--- config.mk ---
export PLATFORM = sky130hd
export DESIGN_NAME = priority_ready_queue
export DESIGN_NICKNAME = d
export VERILOG_FILES = /design/src/hdl/prq_pkg.sv /design/src/hdl/prq_ram.sv /design/src/hdl/prq_datapath.sv /design/src/hdl/prq_ctrl.sv /design/src/hdl/priority_ready_queue.sv
export SDC_FILE = /design/constraint.sdc
export NUM_CORES = 2
export LEC_CHECK = 0
export BUFFER_PORTS_ARGS = -buffer_cell sky130_fd_sc_hd__buf_4
export CAP_MARGIN = 15
export CORE_MARGIN = 3
export CORE_UTILIZATION = 55
export DETAILED_ROUTE_END_ITERATION = 8
export PLACE_DENSITY = 0.72
export SYNTH_ARGS = -nofsm -noshare
export SYNTH_HDL_FRONTEND = slang
export SYNTH_SLANG_ARGS = --single-unit
--- constraint.sdc ---
create_clock -name clk -period 6.8 [get_ports clk]
set_clock_uncertainty 0.05 [all_clocks]
set_input_delay 1.36 -clock clk [delete_from_list [all_inputs] [get_ports clk]]
set_output_delay 1.36 -clock clk [all_outputs]
set_load 0.1 [all_outputs]
--- src/hdl/prq_pkg.sv ---
// Shared types and constants for the priority ready queue.
`timescale 1ns / 1ps
package prq_pkg;

  typedef enum logic [2:0] {
    OP_INSERT = 3'd0,
    OP_REMOVE = 3'd1,
    OP_QUERY  = 3'd2,
    OP_GET    = 3'd3,
    OP_CLEAR  = 3'd4
  } prq_op_t;

  typedef enum logic [1:0] {
    ST_OK         = 2'd0,
    ST_EMPTY      = 2'd1,
    ST_NOT_QUEUED = 2'd2,
    ST_QUEUED     = 2'd3
  } prq_status_t;

  typedef struct packed {
    logic [2:0] operation;
    logic [5:0] thread_id;
    logic [5:0] priority_req;
    logic       at_tail;
  } prq_in_t;

  typedef struct packed {
    logic [5:0] found_thread;
    logic [1:0] status;
    logic [5:0] highest_priority;
    logic       any_ready;
    logic [6:0] ready_count;
  } prq_out_t;

  typedef enum logic [2:0] {
    S_IDLE,
    S_READ,
    S_DECIDE,
    S_LINK,
    S_SCAN,
    S_DONE
  } prq_state_t;

  // Controller commands to the datapath.
  typedef struct packed {
    logic latch;    // capture the input item
    logic rd;       // issue first reads
    logic decide;   // do the update
    logic link;     // second link write for middle removal
    logic scan;     // one step of the bitmap scan
    logic scan_init;
    logic emit;
  } prq_cmd_t;

  typedef struct packed {
    logic need_link;
    logic scan_done;
  } prq_stat_t;

endpackage

--- src/hdl/prq_ram.sv ---
// Generic single-write RAM with registered read.
`timescale 1ns / 1ps
module prq_ram #(
  parameter int WIDTH = 8,
  parameter int DEPTH = 64
) (
  input  logic                     clk,
  input  logic                     we,
  input  logic [$clog2(DEPTH)-1:0] waddr,
  input  logic [WIDTH-1:0]         wdata,
  input  logic [$clog2(DEPTH)-1:0] raddr,
  output logic [WIDTH-1:0]         rdata
);
  logic [WIDTH-1:0] mem [DEPTH];

  always_ff @(posedge clk) begin
    if (we) mem[waddr] <= wdata;
    rdata <= mem[raddr];
  end
endmodule

--- src/hdl/prq_datapath.sv ---
// Datapath: link memories, queued bits, bitmap, count and result register.
`timescale 1ns / 1ps
module prq_datapath import prq_pkg::*; #(
  parameter int NUM_LEVELS  = 64,
  parameter int NUM_THREADS = 64
) (
  input  logic      clk,
  input  logic      rst_n,
  input  prq_in_t   in_data,
  input  prq_cmd_t  cmd,
  output prq_stat_t stat,
  output prq_out_t  res
);
  localparam int LW = (NUM_LEVELS > 2) ? $clog2(NUM_LEVELS) : 1;
  localparam int TW = (NUM_THREADS > 2) ? $clog2(NUM_THREADS) : 1;
  localparam int CW = $clog2(NUM_THREADS + 1);
  localparam int SCAN_W = 8;
  localparam int NCHUNK = (NUM_LEVELS + SCAN_W - 1) / SCAN_W;
  localparam int KW = (NCHUNK > 1) ? $clog2(NCHUNK) : 1;

  prq_in_t item_r;
  logic [LW-1:0] lvl_r;
  logic [TW-1:0] tid_r;
  logic tid_ok_r;

  logic [NUM_LEVELS-1:0] bitmap_r;
  logic [NUM_THREADS-1:0] queued_r;
  logic [CW-1:0] count_r;

  logic [5:0] found_r;
  logic [1:0] status_r;
  logic [KW:0] chunk_r;
  logic hp_found_r;
  logic [LW-1:0] hp_r;
  logic [TW-1:0] mid_prev_r, mid_next_r;

  // Memory ports
  logic hd_we, tl_we, nx_we, pv_we, lv_we;
  logic [LW-1:0] hd_wa, tl_wa, hd_ra, tl_ra, lv_wd;
  logic [TW-1:0] hd_wd, tl_wd, nx_wa, nx_wd, pv_wa, pv_wd, nx_ra, pv_ra, lv_wa, lv_ra;
  logic [TW-1:0] hd_rd, tl_rd, nx_rd, pv_rd;
  logic [LW-1:0] lv_rd;

  prq_ram #(.WIDTH(TW), .DEPTH(NUM_LEVELS)) u_head (.clk, .we(hd_we), .waddr(hd_wa),
    .wdata(hd_wd), .raddr(hd_ra), .rdata(hd_rd));
  prq_ram #(.WIDTH(TW), .DEPTH(NUM_LEVELS)) u_tail (.clk, .we(tl_we), .waddr(tl_wa),
    .wdata(tl_wd), .raddr(tl_ra), .rdata(tl_rd));
  prq_ram #(.WIDTH(TW), .DEPTH(NUM_THREADS)) u_next (.clk, .we(nx_we), .waddr(nx_wa),
    .wdata(nx_wd), .raddr(nx_ra), .rdata(nx_rd));
  prq_ram #(.WIDTH(TW), .DEPTH(NUM_THREADS)) u_prev (.clk, .we(pv_we), .waddr(pv_wa),
    .wdata(pv_wd), .raddr(pv_ra), .rdata(pv_rd));
  prq_ram #(.WIDTH(LW), .DEPTH(NUM_THREADS)) u_lvl (.clk, .we(lv_we), .waddr(lv_wa),
    .wdata(lv_wd), .raddr(lv_ra), .rdata(lv_rd));

  // Level and thread of the current item, clamped and truncated.
  logic [LW-1:0] in_lvl;
  logic in_tid_ok;
  always_comb begin
    if ({26'd0, in_data.priority_req} >= NUM_LEVELS) in_lvl = LW'(NUM_LEVELS - 1);
    else in_lvl = LW'(in_data.priority_req);
    in_tid_ok = {26'd0, in_data.thread_id} < NUM_THREADS;
  end

  // Remove path: the thread's level comes from the first read, so head and
  // tail reads of that level are issued in the decide-preceding read cycle.
  logic is_ins, is_rem, rem_live, ins_live;
  logic lvl_ne_ins;
  logic [LW-1:0] rlvl;
  always_comb begin
    is_ins = item_r.operation == OP_INSERT;
    is_rem = item_r.operation == OP_REMOVE;
    ins_live = is_ins && tid_ok_r && !queued_r[tid_r];
    rem_live = is_rem && tid_ok_r && queued_r[tid_r];
    rlvl = is_rem ? lv_rd : lvl_r;
    lvl_ne_ins = bitmap_r[lvl_r];
  end

  logic rm_head, rm_tail;
  always_comb begin
    rm_head = hd_rd == tid_r;
    rm_tail = tl_rd == tid_r;
    stat.need_link = rem_live && !rm_head && !rm_tail;
    stat.scan_done = chunk_r >= (KW+1)'(NCHUNK) || hp_found_r;
  end

  // Read address selection: in READ the level ram answers; in DECIDE head,
  // tail, next and prev of the right level/thread are valid.
  always_comb begin
    lv_ra = cmd.latch ? TW'(in_data.thread_id) : tid_r;
    hd_ra = cmd.rd ? (is_rem ? lv_rd : lvl_r) : lvl_r;
    tl_ra = hd_ra;
    nx_ra = tid_r;
    pv_ra = tid_r;
  end

  always_comb begin
    hd_we = 1'b0; tl_we = 1'b0; nx_we = 1'b0; pv_we = 1'b0; lv_we = 1'b0;
    hd_wa = rlvl; tl_wa = rlvl; hd_wd = tid_r; tl_wd = tid_r;
    nx_wa = tid_r; nx_wd = tid_r; pv_wa = tid_r; pv_wd = tid_r;
    lv_wa = tid_r; lv_wd = lvl_r;
    if (cmd.decide && ins_live) begin
      lv_we = 1'b1;
      if (!lvl_ne_ins) begin
        hd_we = 1'b1; tl_we = 1'b1;
      end else if (item_r.at_tail) begin
        nx_we = 1'b1; nx_wa = tl_rd; nx_wd = tid_r;
        pv_we = 1'b1; pv_wa = tid_r; pv_wd = tl_rd;
        tl_we = 1'b1;
      end else begin
        pv_we = 1'b1; pv_wa = hd_rd; pv_wd = tid_r;
        nx_we = 1'b1; nx_wa = tid_r; nx_wd = hd_rd;
        hd_we = 1'b1;
      end
    end else if (cmd.decide && rem_live) begin
      if (rm_head && !rm_tail) begin
        hd_we = 1'b1; hd_wd = nx_rd;
      end else if (rm_tail && !rm_head) begin
        tl_we = 1'b1; tl_wd = pv_rd;
      end else if (!rm_head && !rm_tail) begin
        nx_we = 1'b1; nx_wa = pv_rd; nx_wd = nx_rd;
      end
    end else if (cmd.link) begin
      pv_we = 1'b1; pv_wa = mid_next_r; pv_wd = mid_prev_r;
    end
  end

  // Bitmap chunk for the scan.
  logic [SCAN_W-1:0] chunk_bits;
  logic [NCHUNK*SCAN_W-1:0] bm_pad;
  logic chunk_any;
  logic [2:0] chunk_pos;
  always_comb begin
    bm_pad = '0;
    bm_pad[NUM_LEVELS-1:0] = bitmap_r;
    chunk_bits = bm_pad[chunk_r[KW-1:0]*SCAN_W +: SCAN_W];
    chunk_any = |chunk_bits;
    chunk_pos = '0;
    for (int i = SCAN_W - 1; i >= 0; i--) begin
      if (chunk_bits[i]) chunk_pos = 3'(i);
    end
  end

  always_ff @(posedge clk) begin
    if (cmd.latch) begin
      item_r <= in_data;
      lvl_r <= in_lvl;
      tid_r <= TW'(in_data.thread_id);
      tid_ok_r <= in_tid_ok;
    end
    if (cmd.decide) begin
      mid_prev_r <= pv_rd;
      mid_next_r <= nx_rd;
      found_r <= '0;
      status_r <= ST_OK;
      case (item_r.operation)
        OP_INSERT: begin
          if (!tid_ok_r) status_r <= ST_NOT_QUEUED;
          else if (queued_r[tid_r]) status_r <= ST_QUEUED;
        end
        OP_REMOVE: begin
          if (!rem_live) status_r <= ST_NOT_QUEUED;
        end
        OP_QUERY: begin
          if (bitmap_r == '0) status_r <= ST_EMPTY;
        end
        OP_GET: begin
          if (!bitmap_r[lvl_r]) status_r <= ST_EMPTY;
          else found_r <= 6'(item_r.at_tail ? tl_rd : hd_rd);
        end
        default: ;
      endcase
    end
    if (cmd.scan_init) begin
      hp_r <= '0;
    end else if (cmd.scan && chunk_any && !hp_found_r) begin
      hp_r <= LW'({chunk_r[KW-1:0], chunk_pos});
    end
  end

  always_ff @(posedge clk) begin
    if (!rst_n) begin
      bitmap_r <= '0;
      queued_r <= '0;
      count_r <= '0;
      chunk_r <= '0;
      hp_found_r <= 1'b0;
    end else begin
      if (cmd.decide) begin
        if (ins_live) begin
          bitmap_r[lvl_r] <= 1'b1;
          queued_r[tid_r] <= 1'b1;
          count_r <= count_r + 1'b1;
        end else if (rem_live) begin
          if (rm_head && rm_tail) bitmap_r[lv_rd] <= 1'b0;
          queued_r[tid_r] <= 1'b0;
          count_r <= count_r - 1'b1;
        end else if (item_r.operation == OP_CLEAR) begin
          bitmap_r <= '0;
          queued_r <= '0;
          count_r <= '0;
        end
      end
      if (cmd.scan_init) begin
        chunk_r <= '0;
        hp_found_r <= 1'b0;
      end else if (cmd.scan && !stat.scan_done) begin
        if (chunk_any) hp_found_r <= 1'b1;
        else chunk_r <= chunk_r + 1'b1;
      end
    end
  end

  always_comb begin
    res.found_thread = found_r;
    res.status = status_r;
    res.highest_priority = hp_found_r ? 6'(hp_r) : 6'd0;
    res.any_ready = hp_found_r;
    res.ready_count = 7'(count_r);
  end
endmodule

--- src/hdl/prq_ctrl.sv ---
// Controller state machine sequencing one item through the datapath.
`timescale 1ns / 1ps
module prq_ctrl import prq_pkg::*; (
  input  logic      clk,
  input  logic      rst_n,
  input  logic      start,
  input  prq_stat_t stat,
  output prq_cmd_t  cmd,
  output logic      busy,
  output logic      done
);
  prq_state_t state_r, state_nxt;

  always_ff @(posedge clk) begin
    if (!rst_n) state_r <= S_IDLE;
    else state_r <= state_nxt;
  end

  always_comb begin
    state_nxt = state_r;
    cmd = '0;
    busy = state_r != S_IDLE;
    done = 1'b0;
    case (state_r)
      S_IDLE: begin
        cmd.latch = start;
        if (start) state_nxt = S_READ;
      end
      S_READ: begin
        // Level ram answers now; head/tail reads go out for that level.
        cmd.rd = 1'b1;
        state_nxt = S_DECIDE;
      end
      S_DECIDE: begin
        cmd.decide = 1'b1;
        state_nxt = stat.need_link ? S_LINK : S_SCAN;
        cmd.scan_init = 1'b1;
      end
      S_LINK: begin
        cmd.link = 1'b1;
        state_nxt = S_SCAN;
      end
      S_SCAN: begin
        cmd.scan = 1'b1;
        if (stat.scan_done) state_nxt = S_DONE;
      end
      S_DONE: begin
        done = 1'b1;
        state_nxt = S_IDLE;
      end
      default: state_nxt = S_IDLE;
    endcase
  end
endmodule

--- src/hdl/priority_ready_queue.sv ---
// Top level of the priority ready queue.
`timescale 1ns / 1ps
// Usage: raise start with an item on in_data while busy is low; the item is
// taken at that edge and busy rises. Every item yields one result on out_data,
// marked by out_valid for a single cycle; the receiver cannot stall it.
// An item passes through the read and decide steps, then a scan of the bitmap
// in 8-level chunks until the first non-empty level (up to NUM_LEVELS/8
// chunks, rounded up), with a link step before the scan for removal from the
// middle of a list. The link memories have one read and one write port, which
// sets the read, decide and link steps; the scan of the level bitmap, eight
// levels per cycle, sets the rest. Items are handled one at a time: busy falls
// after the result cycle, so the next item can be taken in the cycle after it.
// Reset empties the bitmap, the queued flags and the count at once;
// the link memories need no clearing since only queued entries are read.
// No result is pending after reset.
module priority_ready_queue import prq_pkg::*; #(
  parameter int NUM_LEVELS  = 64,
  parameter int NUM_THREADS = 64
) (
  input  logic     clk,
  input  logic     rst_n,
  input  logic     start,
  output logic     busy,
  input  prq_in_t  in_data,
  output logic     out_valid,
  output prq_out_t out_data
);
  prq_cmd_t  cmd;
  prq_stat_t stat;

  prq_ctrl u_ctrl (.clk, .rst_n, .start, .stat, .cmd, .busy, .done(out_valid));

  prq_datapath #(.NUM_LEVELS(NUM_LEVELS), .NUM_THREADS(NUM_THREADS)) u_dp (
    .clk, .rst_n, .in_data, .cmd, .stat, .res(out_data));
endmodule
==> out/results.txt <==
Power per standard cell area: 325 nW/µm²
CP Capture Type: flip-flop
Peak Freq: 176 MHz
Post-CTS setup buffers: 0
Worst min-delay path class: flip-flop to flip-flop
Hpwl dp: 141000 µm
First-pass GRT wire length: 346000 µm
Crit Path Class: flip-flop to flip-flop
Synthesized area: 85900 µm²
Dpl cells: 7588
Initial antenna violation count: 6
Layout net count: 5779
Layout cells sized above 1: 0.141
Max-Cap Viols: 0
Die Ht: 401 µm
Clock Tree Buf Depth: 3
Cells taking the most area after synthesis: edfxtp_1, mux4_2, dfxtp_1, nand2_1, a22oi_1
Multi-input gate area: 22200 µm²
Vias in the first global route: 51524
Number of H-tree levels: 4
Ys flop type: edfxtp_1
Critical-path cell list: inv_1 > and3_1 > nand2_1 > o2111a_2 > and2_1 > nand3_1 > buf_4 > nand3_1 > nand3_1 > nor3_1
I/O Pins: 43
Routed WL: 234000 µm
Clock Sink Count: 2135
Filler cells: 11032
CP required: 7.20 ns
P_sw: 8340 µW
DRC: 0
Insertion delay to the later sink of the worst-skew pair: 0.86 ns
Tightest Pin Transition: 1.34 ns
Syn_area_per_cell: 14.8 µm²
Slowest stage delay, CP: 1.14 ns
Post-synth EDFFs: 1950
Remaining global-route overflow: 0
Yosys top cell by area: edfxtp_1
Antenna viol nets, final: 0
Sequential share of power: 0.490
Area grow syn2layout: 11.4%
Clock transition at path regs: 0.07 ns
Run status: finished clean
Comb pwr share: 0.135
Final hold vios: 0
Row count: 144
TritonCTS clock tree: done
Seq/Total Area, Yosys: 0.725
Largest net degree at the start of global routing: 193
Slowest CP cell: nor3_1
Drt pass-1 iters: 9
Worst EP arrival: 6.08 ns
Internal Pwr Total: 22700 µW
Flops & latches, synth: 2135
Finished Layout Cells: 7979
Lkg Pwr: 0.0300 µW
Count leader, synth: edfxtp_1
RePlAce Congestion: 0.973
Setup_tns: 0 ns
Most used cell, CP: nand3_1
RSZ-0062 raised after global routing: false
Die ar.: 161000 µm²
Hold_buf cts: 0
Vias: 54225
Final setup violation count: 0
Core area: 155000 µm²
Cell count after synthesis: 5795
Synth top cells by count: edfxtp_1, nand2_1, nor2_1
Fin crit period: 5.68 ns
Post-CTS resize count: 0
Final worst-path cycle share: 0.836
Post-synth top area share: 0.681
Startpoint types: flip-flop
Clock network fraction of total power: 0.375
Crit path max fanout: 18
Asr flop ratio synth: 0
Synth cell types: 83
CTS Buf Count: 202
Avg WL per Cell: 29.3 µm
Detailed Route Iter0 Violations: 8146
PortBufs: 42
Worst IR drop on VDD: 0.307 mV
Sequential cell area: 62300 µm²
Switching portion of total power: 0.268
Vias per inst: 6.80
GRT Util Overall: 0.285
Syn_nets: 5818
Max-slew violations: 0
Root buffer cell: clkbuf_16
Initial Utilization: 0.556
Ys Warns: 0
Relative max-transition margin: 0.0820
Die width: 401 µm
sequential cells by signal (all words and copies together) (netlist names), 7 cells and up:
name             cells
u_dp.u_prev.mem    384
u_dp.queued_r       64
u_dp.u_next.mem    384
u_dp.bitmap_r       64
u_dp.count_r         7
u_dp.u_head.mem    384
u_dp.u_lvl.mem     384
u_dp.u_tail.mem    384
power by group through the flow:
stage / sequential, µW / clock [µW] / combinational, µW
finish: 15200 / 11700 / 4190
global route: 15200 / 12300 / 4410
CTS: 15200 / 11700 / 4100
detailed placement: 15500 / 0 / 4080
global placement: 15500 / 0 / 4020
floorplan: 15300 / 0 / 2460
per-stage QoR:
step           total power (µW)  hold slack [ns]  instance area [µm²]  worst slack (ns)   util
2_1_floorplan             17800            0.366                85900              1.02      -
3_3_place_gp              19500            0.402                88600              1.29  0.573
3_5_place_dp              19600            0.404                88600              1.18  0.573
4_1_cts                   31000            0.413                95600              1.12  0.618
5_1_grt                   31900            0.425                95700             0.827  0.619
6_report                  31100            0.413                95700              1.12  0.619
critical path: cells and delay by family, from the launching register on:
kind	cells	cell delay [ns]
AOI/OAI and AO/OA	1	0.33
and+or+nand+nor	7	3.23
DFF	1	0.98
buffers and inverters	2	0.67
cell type report:
cell class,instances,share of cell area
Antenna cell,2,0.0000523
Tap cell,2044,0.0267
Multi-Input combinational cell,3205,0.232
Sequential cell,2135,0.651
Timing Repair Buffer,186,0.0170
Inverter,26,0.00107
Clock inverter,137,0.0165
Clock buffer,244,0.0560
worst paths after layout:
kind | startpoint | endpoint | slack, ns | depth (start not counted)
setup / recovery | u_dp.lv_wa[5] | u_dp.u_next.mem[8][2] | 1.12 | 10
hold / removal | u_dp.queued_r[55] | u_dp.queued_r[55] | 0.41 | 2
setup reg to reg | u_dp.lv_wa[5] | u_dp.u_next.mem[8][2] | 1.12 | 10
hold reg to reg | u_dp.queued_r[55] | u_dp.queued_r[55] | 0.41 | 2
cell usage in the layout (no fill, tap or decap), types with 29 or more instances in the layout:
cell / netlist / routed
dfxtp_1: 185 / 184
mux2i_1: 34 / 29
and3_1: 43 / 41
clkinv_2: 0 / 38
a211oi_1: 61 / 61
clkbuf_1: 299 / 33
nand3_1: 280 / 280
clkbuf_16: 0 / 207
o22ai_1: 80 / 80
edfxtp_1: 1950 / 1950
a311oi_1: 78 / 78
and2_1: 38 / 34
nor2_1: 397 / 393
a22oi_1: 300 / 300
clkinv_1: 3 / 40
a221oi_1: 57 / 57
a31oi_1: 147 / 139
a21oi_1: 137 / 133
a22o_1: 56 / 56
mux4_2: 222 / 222
nor3_1: 183 / 178
nand2_1: 671 / 670
buf_4: 7 / 165
o21ai_0: 110 / 110
a41oi_1: 33 / 33
cells by family (layout without fill, tap and decap cells):
family	count (synthesis)	after routing	synth area share
XOR/XNOR	17	17	0.00173
buffers and inverters	455	593	0.0214
AO/OA/AOI/OAI	1147	1147	0.0950
flip-flops	2135	2135	0.725
adder cells (fa/ha/maj)	4	4	0.000582
AND/OR/NAND/NOR	1756	1756	0.0913
multiplexers	281	281	0.0654
other	0	2	0
layer usage:
layer / share of wire / global-route usage / wire length, µm
met5: 0.00012 / 0 / 27
met1: 0.38 / 0.406 / 88700
met4: 0.042 / 0.110 / 9840
met2: 0.46 / 0.436 / 108000
met3: 0.12 / 0.0625 / 27400
Note: power is estimated with default switching activity, not from simulation.
